[config.mk]
export PLATFORM = sky130hd
export DESIGN_NAME = integer_to_ascii_formatter_top
export DESIGN_NICKNAME = d
export VERILOG_FILES = /design/src/itaf_pkg.sv /design/src/itaf_front.sv /design/src/itaf_jobq.sv /design/src/itaf_back.sv /design/src/integer_to_ascii_formatter_top.sv
export SDC_FILE = /design/constraint.sdc
export NUM_CORES = 1
export LEC_CHECK = 0
export CORE_UTILIZATION = 57
export DETAILED_ROUTE_END_ITERATION = 6
export DONT_BUFFER_PORTS = 1
export MAX_ROUTING_LAYER = met4
export PLACE_DENSITY = 0.73
export SYNTH_ARGS = -nofsm -noshare
export SYNTH_HDL_FRONTEND = slang
export SYNTH_SLANG_ARGS = --single-unit
[constraint.sdc]
create_clock -name clk -period 9.2 [get_ports clk]
set_input_delay 0.92 -clock clk [delete_from_list [all_inputs] [get_ports clk]]
set_output_delay 0.92 -clock clk [all_outputs]
set_load 0.005 [all_outputs]
[src/itaf_pkg.sv]
// Package: word types, job descriptor, character codes and digit lookup for the formatter.
`timescale 1ns / 1ps
`default_nettype none
package itaf_pkg;

	// Widest printed number, sign included
	localparam int MAX_WIDTH = 63;
	// Width of counts and character positions
	localparam int LEN_W = 6;
	// BCD digits held for a 64-bit magnitude
	localparam int NDIG = 20;
	localparam int NDIG_W = 5;
	localparam int DIG_W = NDIG * 4;
	// Bits converted per word in use
	localparam int VAL_W = 64;
	localparam int BITS_WIDE = 64;
	localparam int BITS_NARROW = 32;
	localparam int BCNT_W = 7;
	// Job queue between front and back
	localparam int QDEPTH = 2;
	localparam int QPTR_W = 1;
	localparam int QCNT_W = 2;

	// Character codes
	localparam logic [6:0] CH_SPACE = 7'h20;
	localparam logic [6:0] CH_PLUS = 7'h2B;
	localparam logic [6:0] CH_MINUS = 7'h2D;
	localparam logic [6:0] CH_ZERO = 7'h30;
	localparam logic [6:0] CH_UPPER_A = 7'h41;
	localparam logic [6:0] CH_LOWER_A = 7'h61;

	typedef struct packed {
		logic [VAL_W-1:0] value;
		logic             signed_mode;
		logic             wide_mode;
		logic             hex_mode;
		logic             upper_digits;
		logic             space_sign;
		logic             plus_sign;
		logic             zero_pad;
		logic [5:0]       min_width;
	} in_word_t;

	typedef struct packed {
		logic [6:0] character;
		logic       last_char;
	} out_word_t;

	typedef logic [NDIG-1:0][3:0] digit_vec_t;

	// One classified number, ready to be printed
	typedef struct packed {
		digit_vec_t        digits;
		logic [NDIG_W-1:0] ndig;
		logic              has_sign;
		logic [6:0]        sign_char;
		logic              upper;
		logic              zpad;
		logic [LEN_W-1:0]  pad;
		logic [LEN_W-1:0]  total;
	} job_t;

	typedef enum logic [1:0] {
		F_IDLE,
		F_CONV,
		F_DONE
	} front_state_t;

	// Digit value to ASCII, hex letters in the chosen case
	function automatic logic [6:0] digit_char(input logic [3:0] nib, input logic upper);
		logic [6:0] base;
		base = upper ? CH_UPPER_A : CH_LOWER_A;
		if (nib < 4'd10) begin
			digit_char = CH_ZERO + {3'b000, nib};
		end else begin
			digit_char = base + {3'b000, nib} - 7'd10;
		end
	endfunction

endpackage
`default_nettype wire

[src/itaf_front.sv]
// Front part: takes a number, works out sign and magnitude, converts to digits, builds a job.
`timescale 1ns / 1ps
`default_nettype none
module itaf_front
	import itaf_pkg::*;
(
	input  wire logic     clk,
	input  wire logic     arst_n,
	input  wire logic     push,
	output logic          full,
	input  wire in_word_t item,
	output logic          q_push,
	input  wire logic     q_full,
	output job_t          q_job
);

	front_state_t state_q, state_d;

	logic [VAL_W-1:0]  shift_q;
	digit_vec_t        bcd_q;
	logic [BCNT_W-1:0] cnt_q;
	logic              upper_q;
	logic              zpad_q;
	logic [5:0]        width_q;
	logic              has_sign_q;
	logic [6:0]        sign_q;

	logic              accept;
	logic              neg;
	logic [31:0]       low_word;
	logic [31:0]       low_mag;
	logic [VAL_W-1:0]  mag;
	logic              sgn_any;
	logic [6:0]        sgn_char;
	digit_vec_t        adj;
	logic [DIG_W-1:0]  adj_flat;
	logic [NDIG_W-1:0] ndig;
	logic [LEN_W-1:0]  width_sat;
	logic [LEN_W-1:0]  used;
	logic [LEN_W-1:0]  pad;

	assign full = (state_q != F_IDLE);
	assign accept = push && !full;

	// Sign and magnitude of the word in use
	always_comb begin
		low_word = item.value[31:0];
		low_mag = 32'd0 - low_word;
		if (item.wide_mode) begin
			neg = item.signed_mode && item.value[VAL_W-1];
			mag = neg ? ({VAL_W{1'b0}} - item.value) : item.value;
		end else begin
			neg = item.signed_mode && low_word[31];
			mag = {32'd0, neg ? low_mag : low_word};
		end
		sgn_any = 1'b1;
		sgn_char = CH_MINUS;
		if (!neg) begin
			if (item.signed_mode && item.space_sign) begin
				sgn_char = CH_SPACE;
			end else if (item.signed_mode && item.plus_sign) begin
				sgn_char = CH_PLUS;
			end else begin
				sgn_any = 1'b0;
			end
		end
	end

	// Shift-and-add-3 correction of every BCD digit
	always_comb begin
		for (int i = 0; i < NDIG; i++) begin
			adj[i] = (bcd_q[i] >= 4'd5) ? (bcd_q[i] + 4'd3) : bcd_q[i];
		end
		adj_flat = adj;
	end

	// Digit count, padding and total length
	always_comb begin
		ndig = NDIG_W'(1);
		for (int i = 0; i < NDIG; i++) begin
			if (bcd_q[i] != 4'd0) begin
				ndig = NDIG_W'(i + 1);
			end
		end
		width_sat = (width_q > LEN_W'(MAX_WIDTH)) ? LEN_W'(MAX_WIDTH) : width_q;
		used = {1'b0, ndig} + {{(LEN_W-1){1'b0}}, has_sign_q};
		pad = (width_sat > used) ? (width_sat - used) : '0;
		q_job.digits = bcd_q;
		q_job.ndig = ndig;
		q_job.has_sign = has_sign_q;
		q_job.sign_char = sign_q;
		q_job.upper = upper_q;
		q_job.zpad = zpad_q;
		q_job.pad = pad;
		q_job.total = used + pad;
	end

	// Next state
	always_comb begin
		state_d = state_q;
		q_push = 1'b0;
		case (state_q)
			F_IDLE: begin
				if (accept) begin
					state_d = item.hex_mode ? F_DONE : F_CONV;
				end
			end
			F_CONV: begin
				if (cnt_q == BCNT_W'(1)) begin
					state_d = F_DONE;
				end
			end
			F_DONE: begin
				if (!q_full) begin
					q_push = 1'b1;
					state_d = F_IDLE;
				end
			end
			default: state_d = F_IDLE;
		endcase
	end

	always_ff @(posedge clk or negedge arst_n) begin
		if (!arst_n) begin
			state_q <= F_IDLE;
		end else begin
			state_q <= state_d;
		end
	end

	// Conversion datapath
	always_ff @(posedge clk) begin
		if (accept) begin
			upper_q <= item.upper_digits;
			zpad_q <= item.zero_pad;
			width_q <= item.min_width;
			has_sign_q <= sgn_any;
			sign_q <= sgn_char;
			if (item.hex_mode) begin
				bcd_q <= {{(DIG_W-VAL_W){1'b0}}, mag};
			end else begin
				bcd_q <= '0;
			end
			shift_q <= item.wide_mode ? mag : {mag[31:0], 32'd0};
			cnt_q <= item.wide_mode ? BCNT_W'(BITS_WIDE) : BCNT_W'(BITS_NARROW);
		end else if (state_q == F_CONV) begin
			bcd_q <= {adj_flat[DIG_W-2:0], shift_q[VAL_W-1]};
			shift_q <= {shift_q[VAL_W-2:0], 1'b0};
			cnt_q <= cnt_q - BCNT_W'(1);
		end
	end

`ifndef ASSERT_OFF
	a_conv_cnt: assert property (@(posedge clk) disable iff (!arst_n)
		state_q == F_CONV |-> cnt_q != '0)
		else $error("conversion running with an empty bit count");
	a_done_push: assert property (@(posedge clk) disable iff (!arst_n)
		(state_q == F_DONE && !q_full) |=> state_q == F_IDLE)
		else $error("finished job not handed to the queue");
`endif

endmodule
`default_nettype wire

[src/itaf_jobq.sv]
// Two-entry job queue between the front and back parts.
`timescale 1ns / 1ps
`default_nettype none
module itaf_jobq
	import itaf_pkg::*;
(
	input  wire logic clk,
	input  wire logic arst_n,
	input  wire logic wr_en,
	input  wire job_t wr_job,
	output logic      q_full,
	input  wire logic rd_en,
	output job_t      rd_job,
	output logic      q_empty
);

	job_t              mem_q [QDEPTH];
	logic [QPTR_W-1:0] wr_ptr_q;
	logic [QPTR_W-1:0] rd_ptr_q;
	logic [QCNT_W-1:0] cnt_q;
	logic              do_wr;
	logic              do_rd;

	assign q_full = (cnt_q == QCNT_W'(QDEPTH));
	assign q_empty = (cnt_q == '0);
	assign do_wr = wr_en && !q_full;
	assign do_rd = rd_en && !q_empty;
	assign rd_job = mem_q[rd_ptr_q];

	// Pointers and fill count
	always_ff @(posedge clk or negedge arst_n) begin
		if (!arst_n) begin
			wr_ptr_q <= '0;
			rd_ptr_q <= '0;
			cnt_q <= '0;
		end else begin
			if (do_wr) begin
				wr_ptr_q <= wr_ptr_q + QPTR_W'(1);
			end
			if (do_rd) begin
				rd_ptr_q <= rd_ptr_q + QPTR_W'(1);
			end
			if (do_wr && !do_rd) begin
				cnt_q <= cnt_q + QCNT_W'(1);
			end else if (do_rd && !do_wr) begin
				cnt_q <= cnt_q - QCNT_W'(1);
			end
		end
	end

	// Storage
	always_ff @(posedge clk) begin
		if (do_wr) begin
			mem_q[wr_ptr_q] <= wr_job;
		end
	end

`ifndef ASSERT_OFF
	a_cnt_range: assert property (@(posedge clk) disable iff (!arst_n)
		cnt_q <= QCNT_W'(QDEPTH))
		else $error("job queue fill count out of range");
`endif

endmodule
`default_nettype wire

[src/itaf_back.sv]
// Back part: prints one job into the output register, a character per cycle while results are taken.
`timescale 1ns / 1ps
`default_nettype none
module itaf_back
	import itaf_pkg::*;
(
	input  wire logic clk,
	input  wire logic arst_n,
	input  wire job_t q_job,
	input  wire logic q_empty,
	output logic      q_pop,
	output logic      empty,
	input  wire logic pop,
	output out_word_t result
);

	job_t             job_q;
	logic             active_q;
	logic [LEN_W-1:0] k_q;
	out_word_t        out_q;
	logic             out_valid_q;

	logic             emit;
	logic [LEN_W-1:0] dstart;
	logic [LEN_W-1:0] rem;
	logic [NDIG_W-1:0] didx;
	logic [LEN_W-1:0] sign_pos;
	logic             last;
	logic [6:0]       ch;

	assign emit = active_q && (!out_valid_q || pop);
	assign q_pop = !active_q && !q_empty;
	assign empty = !out_valid_q;
	assign result = out_q;

	// Character at the current position
	always_comb begin
		dstart = job_q.total - {1'b0, job_q.ndig};
		rem = job_q.total - LEN_W'(1) - k_q;
		didx = rem[NDIG_W-1:0];
		sign_pos = job_q.zpad ? '0 : job_q.pad;
		last = (k_q == job_q.total - LEN_W'(1));
		if (k_q >= dstart) begin
			ch = digit_char(job_q.digits[didx], job_q.upper);
		end else if (job_q.has_sign && k_q == sign_pos) begin
			ch = job_q.sign_char;
		end else begin
			ch = job_q.zpad ? CH_ZERO : CH_SPACE;
		end
	end

	// Job and output control
	always_ff @(posedge clk or negedge arst_n) begin
		if (!arst_n) begin
			active_q <= 1'b0;
			out_valid_q <= 1'b0;
			k_q <= '0;
		end else begin
			if (q_pop) begin
				active_q <= 1'b1;
				k_q <= '0;
			end else if (emit) begin
				k_q <= k_q + LEN_W'(1);
				if (last) begin
					active_q <= 1'b0;
				end
			end
			if (emit) begin
				out_valid_q <= 1'b1;
			end else if (pop) begin
				out_valid_q <= 1'b0;
			end
		end
	end

	// Payload
	always_ff @(posedge clk) begin
		if (q_pop) begin
			job_q <= q_job;
		end
		if (emit) begin
			out_q.character <= ch;
			out_q.last_char <= last;
		end
	end

`ifndef ASSERT_OFF
	a_pos_range: assert property (@(posedge clk) disable iff (!arst_n)
		active_q |-> k_q < job_q.total)
		else $error("character position beyond the end of the number");
	a_has_digit: assert property (@(posedge clk) disable iff (!arst_n)
		active_q |-> (job_q.ndig != '0 && job_q.ndig <= NDIG_W'(NDIG)))
		else $error("job without a valid digit count");
`endif

endmodule
`default_nettype wire

[src/integer_to_ascii_formatter_top.sv]
// Top level of the integer to ASCII formatter: front, job queue and back.
`timescale 1ns / 1ps
`default_nettype none
// Prints one 64- or 32-bit integer per input word as ASCII characters, most
// significant first, with last_char set on the final one. The front takes a
// word when full is low and holds it while it converts: a hex number is taken
// as it is, a decimal one goes through a one-bit-per-cycle shift-and-add-3 BCD
// converter, so that converter sets the input rate.
// Finished numbers wait in a two-entry queue; the back loads one when the last
// is printed, then prints one character per cycle (1 to 63 per number) while
// results are taken, so the next conversion overlaps the current printing.
// Results come out as a queue: a character is shown while empty is low and
// taken with pop; a held result stalls the front only once both queue
// entries are taken, and then the front keeps full high until one frees up.
module integer_to_ascii_formatter_top
	import itaf_pkg::*;
(
	input  wire logic     clk,
	input  wire logic     arst_n,
	input  wire logic     push,
	output logic          full,
	input  wire in_word_t item,
	output logic          empty,
	input  wire logic     pop,
	output out_word_t     result
);

	logic q_push;
	logic q_full;
	logic q_pop;
	logic q_empty;
	job_t front_job;
	job_t back_job;

	itaf_front u_front (
		.clk    (clk),
		.arst_n (arst_n),
		.push   (push),
		.full   (full),
		.item   (item),
		.q_push (q_push),
		.q_full (q_full),
		.q_job  (front_job)
	);

	itaf_jobq u_jobq (
		.clk     (clk),
		.arst_n  (arst_n),
		.wr_en   (q_push),
		.wr_job  (front_job),
		.q_full  (q_full),
		.rd_en   (q_pop),
		.rd_job  (back_job),
		.q_empty (q_empty)
	);

	itaf_back u_back (
		.clk     (clk),
		.arst_n  (arst_n),
		.q_job   (back_job),
		.q_empty (q_empty),
		.q_pop   (q_pop),
		.empty   (empty),
		.pop     (pop),
		.result  (result)
	);

endmodule
`default_nettype wire
# Yosys cells after proc, flatten, opt, wreduce, memory -nomap -nowiden
# Memory sizes are Yosys's and may differ from the RTL's. A register that Yosys moved wholly into a read port is not among the register bits.
# Cells that the tools add are included.
# totals
ramBits	214
input_bits	81
memories	1
ff_bits	189
# op_classes
magnitude_cmp	25
eq_ne	9
addsub	37
n_mux	83
reduce_logical	50
# memory_table
memory	words	word_bits	read_ports	rd_clocked_by_memory_dff	wr	line_no	rtl
u_jobq.mem_q	2	107	1	1	1	itaf_jobq.sv:17	job_t mem_q [QDEPTH];
# ops
op	n
64-bit two-way mux	6
80-bit two-way mux	2
4-bit two-way mux	29
4-bit by 3-bit greater-or-equal comparator with 1-bit output, second input constant	20
4-bit by 2-bit adder with 4-bit output, second input constant	19
4-bit nonzero test	19
1-bit by 64-bit subtractor with 64-bit output, first input constant	1
7-bit two-way mux	6
6-bit two-way mux	6
32-bit two-way mux	1
1-bit by 32-bit subtractor with 32-bit output, first input constant	1
5-bit two-way mux	6
4-bit binary-select mux with 5-bit select	1
3-bit two-way mux	6
2-bit two-way mux	8
6-bit == test	2
1-bit logical AND	12
2-bit nonzero test	6
1-bit two-way mux	11
6-bit by 4-bit adder with 7-bit output, first input constant	1
7-bit by 4-bit adder with 7-bit output	1
7-bit by 1-bit == test with 1-bit output, second input constant	1
1-bit logical NOT	7
7-bit by 1-bit subtractor with 7-bit output, second input constant	1
other kinds (27)	31

# Longest topological paths before layout
# depth
word_depth	24
depth_mapped	27
mapped_depth_nobuf	27

# By module
# From an unflattened synthesis, not the netlist that was laid out.
# hier_totals
hier_cells	2132
hier_area_um2	25909.8
# by_module_without_submodules
mod	cells_each	area_per_inst_um2	seq_area_each_um2	instances
itaf_front	1414	12413.2	4944.7	1
itaf_jobq	352	7987.7	6526.3	1
itaf_back	366	5509.0	3653.5	1

# Least setup slack after synthesis
# No wires, ideal clock.
# synth_timing
path_kind	input to register
startpoint	input push
endpoint	register u_front.cnt_q[0], enable pin
slack_ps	1254
t_required_ps	8533
cell_stages	2
arrival_time_ps	7279
n_path_buf	0
cell_sequence	nor2_1 -> nor2_1
# synth_between
elab_chain_len	2
# synth_rtl
item	line_no	rtl
start, declared	integer_to_ascii_formatter_top.sv:20	input wire logic push,
1-bit logical AND	itaf_front.sv:43	assign accept = push && !full;
2-bit nonzero test (no line)	--	
end signal, assigned	itaf_front.sv:145	cnt_q <= item.wide_mode ? BCNT_W'(BITS_WIDE) : BCNT_W'(BITS_NARROW);
end signal, assigned	itaf_front.sv:149	cnt_q <= cnt_q - BCNT_W'(1);
end, declared	itaf_front.sv:21	logic [BCNT_W-1:0] cnt_q;
# Every way passes these cells.
# A chain may end at the register's enable or synchronous reset.

==> impl_metrics.yaml <==
timing:
  rsz0062_at_grt: "no"
  fmax_mhz: 167
  setup_ws_ns: 3.22
  fin_crit_sh_pct: 65.1
  hold_viol: 0
  fin_crit_ns: 5.98
  slew_headroom_pct: 10.3
  tightest_slew_ns: 1.34
  maxSlewViolCount: 0
  fin_setup_tns_ns: 0
  hold-worst-slack_ns: 0.0363
  setup_viol: 0
  worst_clock_skew_ns: 0.0342
detailed_routing:
  drt_iter0_drc: 1388
  drc: 0
  num_vias: 15300
  drt_pass1_iterations: 5
  ant_nets: 0
  drt-wirelength-per-cell_um: 22.4
  via_per_inst: 6.13
  drt_wl_total_mm: 55.8
power:
  pwr-share-seq_pct: 44.8
  vdd_drop_max_uv: 205
  p_sw_mw: 2.92
  leakage_nw: 9.27
  power_density_mw_per_mm2: 325
  comb_power_share_pct: 32.0
  p_int_mw: 5.72
  clockPowerShare_pct: 23.2
  swShare_pct: 33.8
synthesis:
  synthTopCellsByArea: "edfxtp_1 (59%), mux2_2 (5.0%), ha_1 (3.9%)"
  synth.distinct_cells: 73
  synth_simple_gate_area_share_pct: 9.97
  synthesis.area_mm2: 0.0246
  yosys_warnings: 0
  synth_ff_type: "edfxtp_1"
  synth_cells: 1939
  synth_compound_area_share_pct: 9.53
  synth_top_family_by_area: "simple AND/OR/NAND/NOR gates"
  synth_nets: 2100
  synth_fa_ha_area_share_pct: 4.19
  yosysSeqAreaShare_pct: 60.0
  avgSynthCellArea_um2: 12.7
  synth_xor_xnor_area_share_pct: 6.34
  muxShareOfSynthArea_pct: 7.16
  ys_ff_latch: 494
  synth_top_area_share_pct: 58.6
  synth-async-reset-ratio_pct: 2.83
  synth_largest_area_cell: "edfxtp_1"
  synth_edf_count: 480
layout:
  fin_area_mm2: 0.0266
  seq_area_mm2: 0.0148
  final_common_cell: "edfxtp_1"
  diodes: 0
  num-nets-final: 2076
  postLayoutCoreUtil_pct: 63.0
  mostFrequentLayoutCells: "edfxtp_1 (480), nor2_1 (166), nand2_1 (119)"
  area_growth_pct: 8.27
  fillerInstances: 3165
  drive_gt1_share_pct: 12.8
  multi_input_area_mm2: 0.00918
global_route:
  antenna_found_initial: 0
  grt_pass1_vias: 15200
  grt_pass1_wl_mm: 85.9
  grt_max_degree: 85
  overflow: 0
  track_usage_pct: 26.4
floorplanning:
  start_util_pct: 58.2
  num_rows: 75
  dieArea_mm2: 0.0440
  fp.dieW_um: 210
  core_area_mm2: 0.0422
  chipHeight_um: 210
  io_pins: 91
clock_network:
  cts_buffer_depth: 3
  clock_sink_count: 494
  post_cts_buffers: 0
  numCtsBuffers: 50
  cts_max_level: 2
  cts_hold_buffers: 0
  cts_tree: "done"
  clockRootBuffer: "clkbuf_16"
  clk_pin_slew_ns: 0.06
  clock_latency_ns: 0.59
  postCtsResizedCells: 0
placed_design:
  numPortBuffers: 0
  pre_cts_ws_ns: 3.37
  place_area_mm2: 0.0250
  dp_hpwl_mm: 38.2
  gp_congestion: 0.956
critical_path:
  crit_fanout: 5
  cp_data_required_time_ns: 9.49
  worst_setup_path_start_kind: "register"
  rr_endpoint: "u_jobq.mem_q[0][5]"
  startpoint: "u_front.q_job[39]"
  cp.arrival_ns: 6.28
  critPathCaptureType: "register"
  rrSetupSlack_ns: 3.22
  rr_startpoint: "u_front.q_job[39]"
  worst_r2r_path_depth: 25
  worstSetupPathType: "register to register"
worst_hold_path:
  hold_path.class: "primary input to asynchronous set/reset pin"
job:
  cap_viol_max_count: 0
run_status:
  status: "completed"
sequential cells by signal (all words and copies together), names as in the netlist:
register and cells:
u_front.has_sign_q 1, u_back.k_q 6, u_jobq.mem_q 206, u_front.q_job 80
u_jobq.wr_ptr_q 1, u_front.sign_q 3, u_jobq.rd_ptr_q 1, u_front.zpad_q 1
u_back.job_q 103, u_back.result 8, u_jobq.cnt_q 2, u_front.state_q 2
u_front.upper_q 1, u_front.shift_q 64, u_back.out_valid_q 1, u_front.width_q 6
u_back.active_q 1, u_front.cnt_q 7
worst max path at each step:
| stage | endpoint | slack, ns | depth (start not counted) |
|---|---|---|---|
| floorplan | u_front.cnt_q[0] | 1.25 | 2 |
| global placement | u_jobq.mem_q[0][4] | 3.49 | 27 |
| detailed placement | u_jobq.mem_q[0][5] | 3.37 | 25 |
| CTS | u_jobq.mem_q[0][5] | 3.25 | 25 |
| global route | u_jobq.mem_q[0][5] | 2.84 | 25 |
| finish | u_jobq.mem_q[0][5] | 3.22 | 25 |
layout make-up:
| class | count | area share [%] |
|---|---|---|
| clock buffers | 62 | 4.95 |
| flip-flops and latches | 494 | 55.5 |
| inverters | 78 | 1.10 |
| clock inverters | 29 | 1.05 |
| well taps | 539 | 2.53 |
| multi-input cells | 1276 | 34.5 |
| repair buffers | 15 | 0.423 |
cells in the mapped netlist, types with 5 or more instances:
master    count
edfxtp_1    480
nor2_1      168
nand2_1     120
a21oi_1     111
mux2_2      110
xnor2_1     106
o21ai_0     104
inv_1        78
ha_1         76
xor2_1       72
clkbuf_1     67
o22ai_1      59
nor3_1       34
nor3b_1      30
nand2b_1     28
a21o_1       24
mux4_2       21
or3_1        20
nand3_1      19
dfrtp_1      14
nor2b_1      14
a22oi_1      13
buf_1        12
o31ai_1      11
nor4_1        9
a211oi_1      8
o21a_1        7
o32ai_1       7
and2_1        6
nand4_1       6
o211ai_1      6
a31oi_1       5
and3_1        5
buf_2         5
mux2i_1       5
or2_2         5
cells by family (layout without fill, tap and decap cells):
kind of cell / Yosys count / in the layout
fa+ha+maj: 80 / 80
xor+xnor: 178 / 178
mux: 136 / 136
flops: 494 / 494
simple gates: 495 / 495
buf+inv: 169 / 184
other cells: 1 / 1
compound gates: 386 / 386
layer usage:
layer	wire (um)	vias to the layer above	track usage [%]
met5	0	-	-
met3	3780	100	4.55
met2	27100	511	43.1
li1	-	7139	-
met4	2000	0	9.82
met1	22900	7524	33.3
power by group through the flow:
stage	logic (mW)	clock network, mW	registers, mW
after floorplan	2.15	0	3.77
final	2.77	2.00	3.87
after detailed placement	2.74	0	3.91
after global placement	2.63	0	3.87
after CTS	2.77	2.03	3.87
after global routing	3.06	2.11	3.95
worst max-delay path: stages (launching register included):
cell,delay (ns)
edfxtp_1,0.44
inv_1,0.13
ha_1,0.23
or3b_2,0.51
a21oi_1,0.16
o211ai_1,0.11
nand3_1,0.10
nand2_1,0.06
a31oi_1,0.19
o211ai_1,0.17
a221oi_1,0.48
ha_1,0.27
ha_1,0.19
inv_1,0.12
fa_1,0.45
a21o_1,0.17
a21oi_1,0.18
nor2b_1,0.08
o21a_1,0.18
o32ai_1,0.32
nor2_1,0.19
ha_1,0.38
a21oi_1,0.22
o21bai_1,0.09
a21oi_1,0.18
xnor2_1,0.11
through the flow:
step                      power, mW  std cells
after floorplan                5.92       1939
after global placement         6.50       2402
after detailed placement       6.65       2402
after CTS                      8.67       2493
after global routing           9.11       2493
final                          8.64       2493
Note: power is estimated with default switching activity, not from simulation.
